--- src/sv/sqd_pkg.sv ---
// ----------------------------------------------------------------------------
// sqd_pkg: shared constants, types and helpers for the int8 squared distance
// block.
// ----------------------------------------------------------------------------
package sqd_pkg;

  // Longest vector the block handles, and the widths that follow from it.
  localparam int MAX_ELEMENTS = 4096;
  localparam int LEN_W        = 13;
  localparam int POS_W        = $clog2(MAX_ELEMENTS + 1);
  localparam int SUM_W        = 28;
  localparam int MSB_W        = $clog2(SUM_W);
  localparam int MANT_W       = 24;
  localparam int WORD_W       = 32;

  // Mode codes. The unused code behaves as stored-stored.
  localparam logic [1:0] MODE_SS   = 2'd0;
  localparam logic [1:0] MODE_SQ   = 2'd1;
  localparam logic [1:0] MODE_PREP = 2'd2;

  localparam logic [7:0] SIGN_FLIP = 8'h80;
  localparam logic [7:0] EXP_BIAS  = 8'd127;

  // One request passed from the accumulator to the float converter.
  typedef struct packed {
    logic [7:0]              flipped;
    logic                    done;
    logic                    prep;
    logic [SUM_W-1:0]        dsum;
    logic signed [SUM_W-1:0] corr;
  } sqd_acc_t;

  // Vector length as used: zero counts as one, large values saturate.
  function automatic logic [POS_W-1:0] sqd_eff_len(input logic [LEN_W-1:0] len);
    logic [LEN_W-1:0] n;
    n = len;
    if (n == '0) begin
      n = LEN_W'(1);
    end
    if (n > LEN_W'(MAX_ELEMENTS)) begin
      n = LEN_W'(MAX_ELEMENTS);
    end
    return POS_W'(n);
  endfunction

endpackage

--- src/sv/sqd_accum.sv ---
// ----------------------------------------------------------------------------
// sqd_accum: input register and per-element multiply-accumulate
// Latches the mode at the first element, accumulates the squared difference
// or the preprocess correction, and hands on the requests that make results.
// ----------------------------------------------------------------------------
module sqd_accum import sqd_pkg::*; (
  input  logic                clk,
  input  logic                rst_n,
  input  logic [LEN_W-1:0]    vector_length,
  input  logic                in_valid,
  output logic                in_stall,
  input  logic [1:0]          in_mode,
  input  logic signed [7:0]   in_stored_byte,
  input  logic [7:0]          in_other_byte,
  output logic                acc_valid,
  output sqd_acc_t            acc,
  input  logic                acc_ready
);

  logic                    s0_valid_r;
  logic [1:0]              s0_mode_r;
  logic signed [7:0]       s0_stored_r;
  logic [7:0]              s0_other_r;
  logic [1:0]              held_mode_r;
  logic [POS_W-1:0]        pos_r;
  logic [SUM_W-1:0]        dist_sum_r;
  logic signed [SUM_W-1:0] corr_sum_r;
  logic                    acc_valid_r;
  sqd_acc_t                acc_r;

  logic                    first;
  logic [1:0]              cur_mode;
  logic                    prep;
  logic                    query;
  logic [7:0]              flip;
  logic signed [7:0]       other_s;
  logic signed [8:0]       diff;
  logic signed [17:0]      dist_sq;
  logic signed [9:0]       v_ext;
  logic signed [9:0]       v_m;
  logic signed [19:0]      corr_term;
  logic [SUM_W-1:0]        dist_base;
  logic signed [SUM_W-1:0] corr_base;
  logic [SUM_W-1:0]        dist_nxt;
  logic signed [SUM_W-1:0] corr_nxt;
  logic [POS_W-1:0]        pos_inc;
  logic                    done;
  logic                    emit;
  logic                    s0_adv;
  sqd_acc_t                acc_nxt;

  // Per-element arithmetic on the registered request.
  always_comb begin
    first     = (pos_r == '0);
    cur_mode  = first ? s0_mode_r : held_mode_r;
    prep      = (cur_mode == MODE_PREP);
    query     = (cur_mode == MODE_SQ);
    flip      = s0_other_r ^ SIGN_FLIP;
    // A shifted query byte minus 128 is the same byte with its top bit flipped.
    other_s   = query ? signed'(flip) : signed'(s0_other_r);
    diff      = {s0_stored_r[7], s0_stored_r} - {other_s[7], other_s};
    dist_sq   = diff * diff;
    v_ext     = {2'b00, flip};
    v_m       = v_ext - 10'sd256;
    corr_term = v_ext * v_m;
    dist_base = first ? '0 : dist_sum_r;
    corr_base = first ? '0 : corr_sum_r;
    dist_nxt  = prep ? dist_base : dist_base + SUM_W'(dist_sq[15:0]);
    corr_nxt  = prep ? corr_base + {{(SUM_W-20){corr_term[19]}}, corr_term} : corr_base;
    pos_inc   = pos_r + POS_W'(1);
    done      = (pos_inc >= sqd_eff_len(vector_length));
    emit      = done || prep;
    s0_adv    = s0_valid_r && (!emit || !acc_valid_r || acc_ready);
    in_stall  = s0_valid_r && !s0_adv;

    acc_nxt.flipped = prep ? flip : 8'd0;
    acc_nxt.done    = done;
    acc_nxt.prep    = prep;
    acc_nxt.dsum    = dist_nxt;
    acc_nxt.corr    = corr_nxt;
  end

  // Control state and accumulators.
  always_ff @(posedge clk) begin
    if (!rst_n) begin
      s0_valid_r  <= 1'b0;
      held_mode_r <= MODE_SS;
      pos_r       <= '0;
      dist_sum_r  <= '0;
      corr_sum_r  <= '0;
      acc_valid_r <= 1'b0;
    end else begin
      if (!in_stall) begin
        s0_valid_r <= in_valid;
      end
      if (s0_adv) begin
        held_mode_r <= cur_mode;
        pos_r       <= done ? '0 : pos_inc;
        dist_sum_r  <= dist_nxt;
        corr_sum_r  <= corr_nxt;
      end
      if (s0_adv && emit) begin
        acc_valid_r <= 1'b1;
      end else if (acc_ready) begin
        acc_valid_r <= 1'b0;
      end
    end
  end

  // Payload registers.
  always_ff @(posedge clk) begin
    if (!in_stall) begin
      s0_mode_r   <= in_mode;
      s0_stored_r <= in_stored_byte;
      s0_other_r  <= in_other_byte;
    end
    if (s0_adv && emit) begin
      acc_r <= acc_nxt;
    end
  end

  assign acc_valid = acc_valid_r;
  assign acc       = acc_r;

endmodule

--- src/sv/sqd_float.sv ---
// ----------------------------------------------------------------------------
// sqd_float: sum to IEEE single conversion and result register
// One stage finds the leading one, the next normalizes and rounds to nearest
// even and loads the result register.
// ----------------------------------------------------------------------------
module sqd_float import sqd_pkg::*; (
  input  logic                     clk,
  input  logic                     rst_n,
  input  logic                     acc_valid,
  input  sqd_acc_t                 acc,
  output logic                     acc_ready,
  output logic                     out_valid,
  input  logic                     out_stall,
  output logic [7:0]               out_flipped_byte,
  output logic [WORD_W-1:0]        out_distance_bits,
  output logic signed [WORD_W-1:0] out_correction,
  output logic                     out_correction_ok,
  output logic                     out_vector_done
);

  logic                     a_valid_r;
  sqd_acc_t                 a_r;
  logic [MSB_W-1:0]         a_msb_r;
  logic                     out_valid_r;
  logic [7:0]               flipped_r;
  logic [WORD_W-1:0]        dist_bits_r;
  logic signed [WORD_W-1:0] corr_r;
  logic                     corr_ok_r;
  logic                     done_r;

  logic [MSB_W-1:0]         msb;
  logic                     out_ready;
  logic [MSB_W-1:0]         shamt;
  logic [SUM_W-1:0]         norm;
  logic                     rnd;
  logic [MANT_W:0]          mant;
  logic                     carry;
  logic [7:0]               exp_f;
  logic [MANT_W-2:0]        frac;
  logic [WORD_W-1:0]        bits;

  // Leading-one position of the distance sum.
  always_comb begin
    msb = '0;
    for (int i = 0; i < SUM_W; i++) begin
      if (acc.dsum[i]) begin
        msb = MSB_W'(i);
      end
    end
  end

  assign out_ready = !out_valid_r || !out_stall;
  assign acc_ready = !a_valid_r || out_ready;

  // Normalize, round to nearest even, and pack the single.
  always_comb begin
    shamt = MSB_W'(SUM_W - 1) - a_msb_r;
    norm  = a_r.dsum << shamt;
    rnd   = norm[SUM_W-MANT_W-1] &&
            ((|norm[SUM_W-MANT_W-2:0]) || norm[SUM_W-MANT_W]);
    mant  = {1'b0, norm[SUM_W-1 -: MANT_W]} + (MANT_W+1)'(rnd);
    carry = mant[MANT_W];
    exp_f = EXP_BIAS + 8'(a_msb_r) + 8'(carry);
    frac  = carry ? '0 : mant[MANT_W-2:0];
    bits  = (a_r.dsum == '0) ? '0 : {1'b0, exp_f, frac};
  end

  // Stage valid flags.
  always_ff @(posedge clk) begin
    if (!rst_n) begin
      a_valid_r   <= 1'b0;
      out_valid_r <= 1'b0;
    end else begin
      if (acc_ready) begin
        a_valid_r <= acc_valid;
      end
      if (out_ready) begin
        out_valid_r <= a_valid_r;
      end
    end
  end

  // Stage payloads.
  always_ff @(posedge clk) begin
    if (acc_ready && acc_valid) begin
      a_r     <= acc;
      a_msb_r <= msb;
    end
    if (out_ready && a_valid_r) begin
      flipped_r   <= a_r.flipped;
      done_r      <= a_r.done;
      dist_bits_r <= (a_r.done && !a_r.prep) ? bits : '0;
      corr_r      <= (a_r.done && a_r.prep) ?
                     {{(WORD_W-SUM_W){a_r.corr[SUM_W-1]}}, a_r.corr} : '0;
      corr_ok_r   <= a_r.done && a_r.prep;
    end
  end

  assign out_valid         = out_valid_r;
  assign out_flipped_byte  = flipped_r;
  assign out_distance_bits = dist_bits_r;
  assign out_correction    = corr_r;
  assign out_correction_ok = corr_ok_r;
  assign out_vector_done   = done_r;

endmodule

--- src/sv/quantized_int8_squared_distance.sv ---
// ----------------------------------------------------------------------------
// quantized_int8_squared_distance: streaming int8 squared distance unit
// The block takes one element pair per cycle unless it stalls, and closes a
// vector after vector_length elements (zero counts as one, values above 4096
// count as 4096). Stored-stored and stored-query modes give one result per
// vector: the squared distance as an IEEE single rounded to nearest even.
// Preprocess mode gives one result per element with the flipped query byte,
// and the closing one also carries the correction sum and its valid flag.
// A request taken into the input register passes the multiply-accumulate,
// the leading-one search, then normalize and round into the result register;
// the rate is one element per cycle while in_stall is low. Each stage has its
// own valid and holds while the next is full, so elements that make no result
// keep flowing while a result waits.
// Write vector_length only while idle.
// ----------------------------------------------------------------------------
module quantized_int8_squared_distance import sqd_pkg::*; (
  input  logic                     clk,
  input  logic                     rst_n,
  input  logic                     cfg_valid,
  output logic                     cfg_ready,
  input  logic [LEN_W-1:0]         cfg_data,
  input  logic                     in_valid,
  output logic                     in_stall,
  input  logic [1:0]               in_mode,
  input  logic signed [7:0]        in_stored_byte,
  input  logic [7:0]               in_other_byte,
  output logic                     out_valid,
  input  logic                     out_stall,
  output logic [7:0]               out_flipped_byte,
  output logic [WORD_W-1:0]        out_distance_bits,
  output logic signed [WORD_W-1:0] out_correction,
  output logic                     out_correction_ok,
  output logic                     out_vector_done
);

  logic [LEN_W-1:0] vector_length_r;
  logic             acc_valid;
  sqd_acc_t         acc;
  logic             acc_ready;

  // Vector length register; writes are always taken.
  assign cfg_ready = 1'b1;

  always_ff @(posedge clk) begin
    if (!rst_n) begin
      vector_length_r <= LEN_W'(1);
    end else if (cfg_valid && cfg_ready) begin
      vector_length_r <= cfg_data;
    end
  end

  sqd_accum u_accum (
    .clk            (clk),
    .rst_n          (rst_n),
    .vector_length  (vector_length_r),
    .in_valid       (in_valid),
    .in_stall       (in_stall),
    .in_mode        (in_mode),
    .in_stored_byte (in_stored_byte),
    .in_other_byte  (in_other_byte),
    .acc_valid      (acc_valid),
    .acc            (acc),
    .acc_ready      (acc_ready)
  );

  sqd_float u_float (
    .clk               (clk),
    .rst_n             (rst_n),
    .acc_valid         (acc_valid),
    .acc               (acc),
    .acc_ready         (acc_ready),
    .out_valid         (out_valid),
    .out_stall         (out_stall),
    .out_flipped_byte  (out_flipped_byte),
    .out_distance_bits (out_distance_bits),
    .out_correction    (out_correction),
    .out_correction_ok (out_correction_ok),
    .out_vector_done   (out_vector_done)
  );

  // The correction flag only rides on a closing result.
  a_ok_on_done: assert property (@(posedge clk) disable iff (!rst_n)
    out_valid && out_correction_ok |-> out_vector_done)
    else $error("correction flag on a result that does not close a vector");

  // Results inside a vector carry no distance and no correction.
  a_mid_zero: assert property (@(posedge clk) disable iff (!rst_n)
    out_valid && !out_vector_done |-> out_distance_bits == '0 && out_correction == '0)
    else $error("mid-vector result carries a sum");

  // A nonzero distance has an exponent within the range of the sum width.
  a_exp_range: assert property (@(posedge clk) disable iff (!rst_n)
    out_valid && out_distance_bits != '0 |->
      out_distance_bits[30:23] >= EXP_BIAS &&
      out_distance_bits[30:23] <= EXP_BIAS + 8'(SUM_W))
    else $error("distance exponent out of range");

  // A request waiting between accumulator and converter is not lost.
  a_acc_hold: assert property (@(posedge clk) disable iff (!rst_n)
    acc_valid && !acc_ready |=> acc_valid)
    else $error("accumulator request dropped while converter was busy");

endmodule
--- config.mk ---
export PLATFORM = sky130hd
export DESIGN_NAME = quantized_int8_squared_distance
export DESIGN_NICKNAME = d
export VERILOG_FILES = /design/src/sv/sqd_pkg.sv /design/src/sv/sqd_accum.sv /design/src/sv/sqd_float.sv /design/src/sv/quantized_int8_squared_distance.sv
export SDC_FILE = /design/constraint.sdc
export NUM_CORES = 1
export LEC_CHECK = 0
export BUFFER_PORTS_ARGS = -buffer_cell sky130_fd_sc_hd__buf_2
export CELL_PAD_IN_SITES_DETAIL_PLACEMENT = 1
export CELL_PAD_IN_SITES_GLOBAL_PLACEMENT = 2
export CORE_MARGIN = 3
export CORE_UTILIZATION = 35
export CTS_CLUSTER_SIZE = 25
export DETAILED_ROUTE_END_ITERATION = 7
export GPL_TIMING_DRIVEN = 0
export PLACE_DENSITY = 0.71
export SETUP_SLACK_MARGIN = 0.5
export SYNTH_ARGS = -nofsm -noshare
export SYNTH_HDL_FRONTEND = slang
export SYNTH_SLANG_ARGS = --single-unit
--- constraint.sdc ---
create_clock -name clk -period 8.79 [get_ports clk]
set_input_delay 1.3185 -clock clk [delete_from_list [all_inputs] [get_ports clk]]
set_output_delay 1.3185 -clock clk [all_outputs]
set_load 0.01 [all_outputs]
# Word level (Yosys, flattened, before mapping)
# Cells that the tools add are included.
# Widths: inputs -> output; s select.
[word_totals] regBits=313 output_inout_bits=77
[op_classes] shift=1 order_cmp=2 n_mul=2 n_reduce_logical=31 muxes=37 add_sub_neg=9 n_eq_ne=2 bitwise=2
[op_table] operator="$mux 28" count=4
[op_table] operator="$mux 4" count=16
[op_table] operator="$mux 13" count=3
[op_table] operator="$add 28x16->28" count=1
[op_table] operator="$add 28x28->28" count=1
[op_table] operator="$logic_not 28->1" count=1
[op_table] operator="$shl 28x5->28" count=1
[op_table] operator="$logic_not 13->1" count=2
[op_table] operator="$add 24x1->25" count=1
[op_table] operator="$mul 9x10->19" count=1
[op_table] operator="$mul 9x9->16" count=1
[op_table] operator="$add 13x1->13 const B" count=1
[op_table] operator="$ge 13x13->1" count=1
[op_table] operator="$gt 13x13->1 const B" count=1
[op_table] operator="$mux 3" count=4
[op_table] operator="$reduce_or 12->1" count=1
[op_table] operator="$mux 2" count=5
[op_table] operator="$sub 8x9->10 const B" count=1
[op_table] operator="$sub 8x8->9" count=1
[op_table] operator="$add 7x5->8 const A" count=1
[op_table] operator="$add 8x1->8" count=1
[op_table] operator="$logic_and 1x1->1" count=8
[op_table] operator="$mux 8" count=1
[op_table] operator="$logic_not 1->1" count=7
[op_table] operator="10 further kinds" count=21

# Logic depth before layout (Yosys ltp)
[logic_depth] ltp_word=26 ltp_mapped=40 mapped_depth_nobuf=38

# Cells and area by module
# Synthesis repeated with hierarchy kept, for this count alone.
[unflattened] cells_unflattened=2124 area_unflattened_um2=21668.3
[modules_own_cells] mod="sqd_accum" n_inst=1 cells_each=1518 area_per_inst_um2=13760.7
[modules_own_cells] mod="sqd_float" n_inst=1 cells_each=562 area_per_inst_um2=7392.1
[modules_own_cells] mod="quantized_int8_squared_distance" n_inst=1 cells_each=44 area_per_inst_um2=515.5

# Least setup slack after synthesis
# No wires, ideal clock.
[synth_timing] path_type="register -> register" startpoint="reg u_accum.pos_r[0]" endpoint="reg u_accum.acc_r, in the netlist u_accum.acc[54], data pin" path_stages_with_launch=41 required_ns=8.524 setup_ns=0.266 path_slack_ns=-0.342 path_buffers=4 arrival_time_ns=8.867 synth_period_minus_slack_ns=9.132 path_cell_list="dfxtp_1 -> inv_1 -> ha_1 -> nor4b_1 -> nand3_1 -> clkbuf_1 -> clkbuf_1 -> clkbuf_1 -> a31oi_1 -> xnor2_1 -> ha_1 -> inv_1 -> or3_1 -> o2bb2ai_1 -> clkinv_1 -> nor2_1 -> fa_1 -> inv_1 -> (+5 left out) -> fa_1 -> inv_1 -> ha_1 -> o21ai_0 -> a21boi_0 -> o21ai_0 -> nand2b_1 -> a21o_1 -> a21oi_1 -> xnor2_1 -> ha_1 -> and3_1 -> nand3_1 -> and3_1 -> clkbuf_1 -> nor4_1 -> xnor2_1 -> nor2_1"
[synth_rtl] item="start: declaration" line="sqd_accum.sv:25" source="logic [POS_W-1:0] pos_r;"
[synth_rtl] item="start signal: assignment" line="sqd_accum.sv:98" source="pos_r <= done ? '0 : pos_inc;"
[synth_rtl] item="end signal: assignment" line="sqd_accum.sv:118" source="acc_r <= acc_nxt;"
[synth_rtl] item="end: declaration" line="sqd_accum.sv:29" source="sqd_acc_t acc_r;"

==> metrics.md <==
| Metric | Value |
|---|---|
| Number of remaining DRC errors | 0 |
| Area post-placement | 0.0233 mm^2 |
| Vias/cell | 5.31 |
| Yosys top cell area share | 31.1% |
| Final worst slack | 383 ps |
| Hold Crit Depth | 0 |
| IO Count | 113 |
| Multi-input logic area | 0.0125 mm^2 |
| Die area | 0.0647 mm^2 |
| Req. time, crit path | 9100 ps |
| Most common cell after layout, fill and taps aside | edfxtp_1 |
| Die width | 254 um |
| Synth area leaders | edfxtp_1 (31%), fa_1 (9.2%), ha_1 (8.2%), dfxtp_1 (8.2%), nand2_1 (3.6%) |
| Post-synth EDFFs | 224 |
| Design Area, Final | 0.0259 mm^2 |
| Dominant register cell in the synthesized netlist | edfxtp_1 |
| Final setup vio count | 0 |
| Layout cells sized above 1 | 17.4% |
| CTS max path bufs | 3 |
| Synth-to-layout area growth | 19.7% |
| Startpoint types | flip-flop |
| H-tree depth | 2 |
| CTS buffer count | 38 |
| Drt initial violations | 815 |
| CP Capture Type | flip-flop |
| Fill cells | 6718 |
| Critical register-to-register path startpoint | u_accum.pos_r[0] |
| Fin Hold WS | 416 ps |
| Root Buffer | clkbuf_16 |
| Clock latency on the worst-skew pair | 570 ps |
| Min Clock Period, post-route | 8410 ps |
| Number of routed nets with antenna violations | 0 |
| Max Freq | 119 MHz |
| Ys Warns | 0 |
| CP most frequent cell | fa_1 |
| Most frequent cells in the layout | edfxtp_1 (224), nand2_1 (206), nor2_1 (190) |
| Grt total ovfl | 0 |
| Slew at the pin closest to its max-slew limit | 1060 ps |
| Via Count | 16800 |
| Cells after Synth | 2140 |
| GPL Wtd Cong | 0.869 |
| Port bufs | 109 |
| HP Start | u_accum.acc[28] |
| Seq cells post-synth | 312 |
| Critical R2R Capture | u_accum.acc[54] |
| Mapped Area | 0.0216 mm^2 |
| Setup WS pre-CTS | -1670 ps |
| Worst slew margin | 29.1% |
| CP max FO | 7 |
| Detailed Route WL | 64.0 mm |
| Antenna violations before repair | 2 |
| CTS tree | yes |
| Crit-path slowest cell | fa_1 |
| Async S/R FF share, synth | 0% |
| 1st-pass router iterations | 5 |
| RSZ-0062 raised after global routing | yes |
| First-pass GRT wire length | 100 mm |
| Post-synthesis sequential area ratio | 39.3% |
| Avg WL per Cell | 20.3 um |
| Peak per-stage delay on the critical path | 540 ps |
| Worst R2R Setup Slack | 380 ps |
| Overall routing resource usage | 19.8% |
| Die height | 254 um |
| Yosys top cell by area | edfxtp_1 |
| Worst Hold Class | reg -> reg |
| Post-synthesis cell type count | 83 |
| Syn Area/Cell | 10.1 um^2 |
| Pins Over Slew Limit | 0 |
| Period utilisation layout | 95.6% |
| Max_cap viols | 0 |
| Reg2Reg Depth | 39 |
| Status | finished, final reports clean |
| Final core utilization | 42.6% |
| Clock Sinks | 312 |
| Row cnt | 90 |
| Endpoints failing hold | 0 |
| Largest net degree at the start of global routing | 35 |
| Final Skew | 24.5 ps |
| HPWL reported at the end of detailed placement | 48.9 mm |
| Final net count | 2621 |
| Crit path DAT | 8710 ps |
| Starting Density | 35.6% |
| Core Area | 0.0607 mm^2 |
| Worst Hold End | u_float.a_r[28] |
| Syn Nets | 2417 |
| Vias in the first global route | 17700 |
| CP Class | reg -> reg |
| Worst-path clk slew | 60 ps |
| Seq. cell area | 0.00849 mm^2 |
per-stage QoR:
| stage | cells | TNS, ps |
|---|---|---|
| 5_1_grt | 3156 | 0 |
| 2_1_floorplan | 2140 | 0 |
| 3_5_place_dp | 3037 | -45300 |
| 4_1_cts | 3144 | 0 |
| 6_report | 3157 | 0 |
| 3_3_place_gp | 3031 | -204060 |
critical path, delay by kind of cell, from the launching register on:
family / cells / cell delay [ps]
fa+ha+maj: 9 / 3570
simple gates: 10 / 1740
buf+inv: 10 / 1010
compound gates: 7 / 960
xor+xnor: 3 / 500
flops: 1 / 350
final cells by class:
| type | count | area share, % |
|---|---|---|
| clock inverters | 25 | 1.73 |
| plain buffers | 93 | 2.06 |
| multi-input cells | 1539 | 48.5 |
| repair buffers | 164 | 4.21 |
| well taps | 782 | 3.78 |
| flip-flops and latches | 312 | 32.8 |
| diodes | 1 | 0.00968 |
| inverters | 196 | 2.93 |
| clock buffers | 45 | 3.89 |
repair_timing:
| item | in CTS | in global routing |
|---|---|---|
| hold buffers | 0 | 0 |
| gates resized for setup | 101 | 44 |
| cloned | 0 | 0 |
| setup endpoints to repair | 43 | 39 |
| buffers inserted | 37 | 12 |
| pin swaps | 63 | 29 |
state kept, by name (all words and copies together) (netlist names):
| signal | flops |
|---|---|
| u_accum.acc | 66 |
| u_accum.acc_valid | 1 |
| u_accum.corr_sum_r | 28 |
| u_accum.dist_sum_r | 28 |
| u_accum.held_mode_r | 2 |
| u_accum.pos_r | 13 |
| u_accum.s0_mode_r | 2 |
| u_accum.s0_other_r | 8 |
| u_accum.s0_stored_r | 8 |
| u_accum.s0_valid_r | 1 |
| u_float.a_msb_r | 5 |
| u_float.a_r | 66 |
| u_float.a_valid_r | 1 |
| u_float.out_correction | 28 |
| u_float.out_correction_ok | 1 |
| u_float.out_distance_bits | 31 |
| u_float.out_flipped_byte | 8 |
| u_float.out_valid | 1 |
| u_float.out_vector_done | 1 |
| vector_length_r | 13 |
Yosys cell counts, types with 32 or more instances:
master      n
and2_1     65
nor3_1     34
clkbuf_1   62
nor2_1    197
mux2i_1    32
a21o_1     40
nand2_1   210
edfxtp_1  224
and3_1     56
dfxtp_1    88
inv_1     187
xor2_1     32
nand3_1    54
a21oi_1   117
fa_1       99
xnor2_1    86
o21ai_0    78
ha_1      142
logic make-up (layout without fill, tap and decap cells):
group                      Yosys count  in the layout  synth area share, %
adders and majority gates          241            241                 17.4
DFF                                312            312                 39.3
muxes                               79             79                 5.53
AOI/OAI and AO/OA                  383            383                 11.5
and+or+nand+nor                    715            715                 15.9
other                                2              3               0.0348
xor gates and xnor gates           119            119                 4.86
buffers and inverters              289            523                 5.46
routing by layer:
layer  vias to the layer above  routed length [um]  part of all wire (%)  GRT usage [%]
met4                         2                1660                   2.6           5.62
met2                       297               31100                    49           34.2
met3                        90                2280                   3.6           2.48
met5                         -                  13                 0.020              0
met1                      8476               28900                    45           26.1
li1                       7903                   -                     -              -
worst max path at each step:
stage | from | endpoint | slack [ps]
after detailed placement | u_accum.pos_r[0] | u_accum.acc[52] | -1670
after CTS | u_accum.pos_r[0] | u_accum.acc[44] | 340
after floorplan | u_accum.pos_r[0] | u_accum.acc[48] | 510
after global routing | u_accum.pos_r[0] | u_accum.acc[54] | 20
after global placement | out_stall | u_float.out_flipped_byte[0] | -1760
final | u_accum.pos_r[0] | u_accum.acc[54] | 380
Power is not shown: default switching activity piles up to over one toggle a cycle in this logic, so the estimate is an artifact.
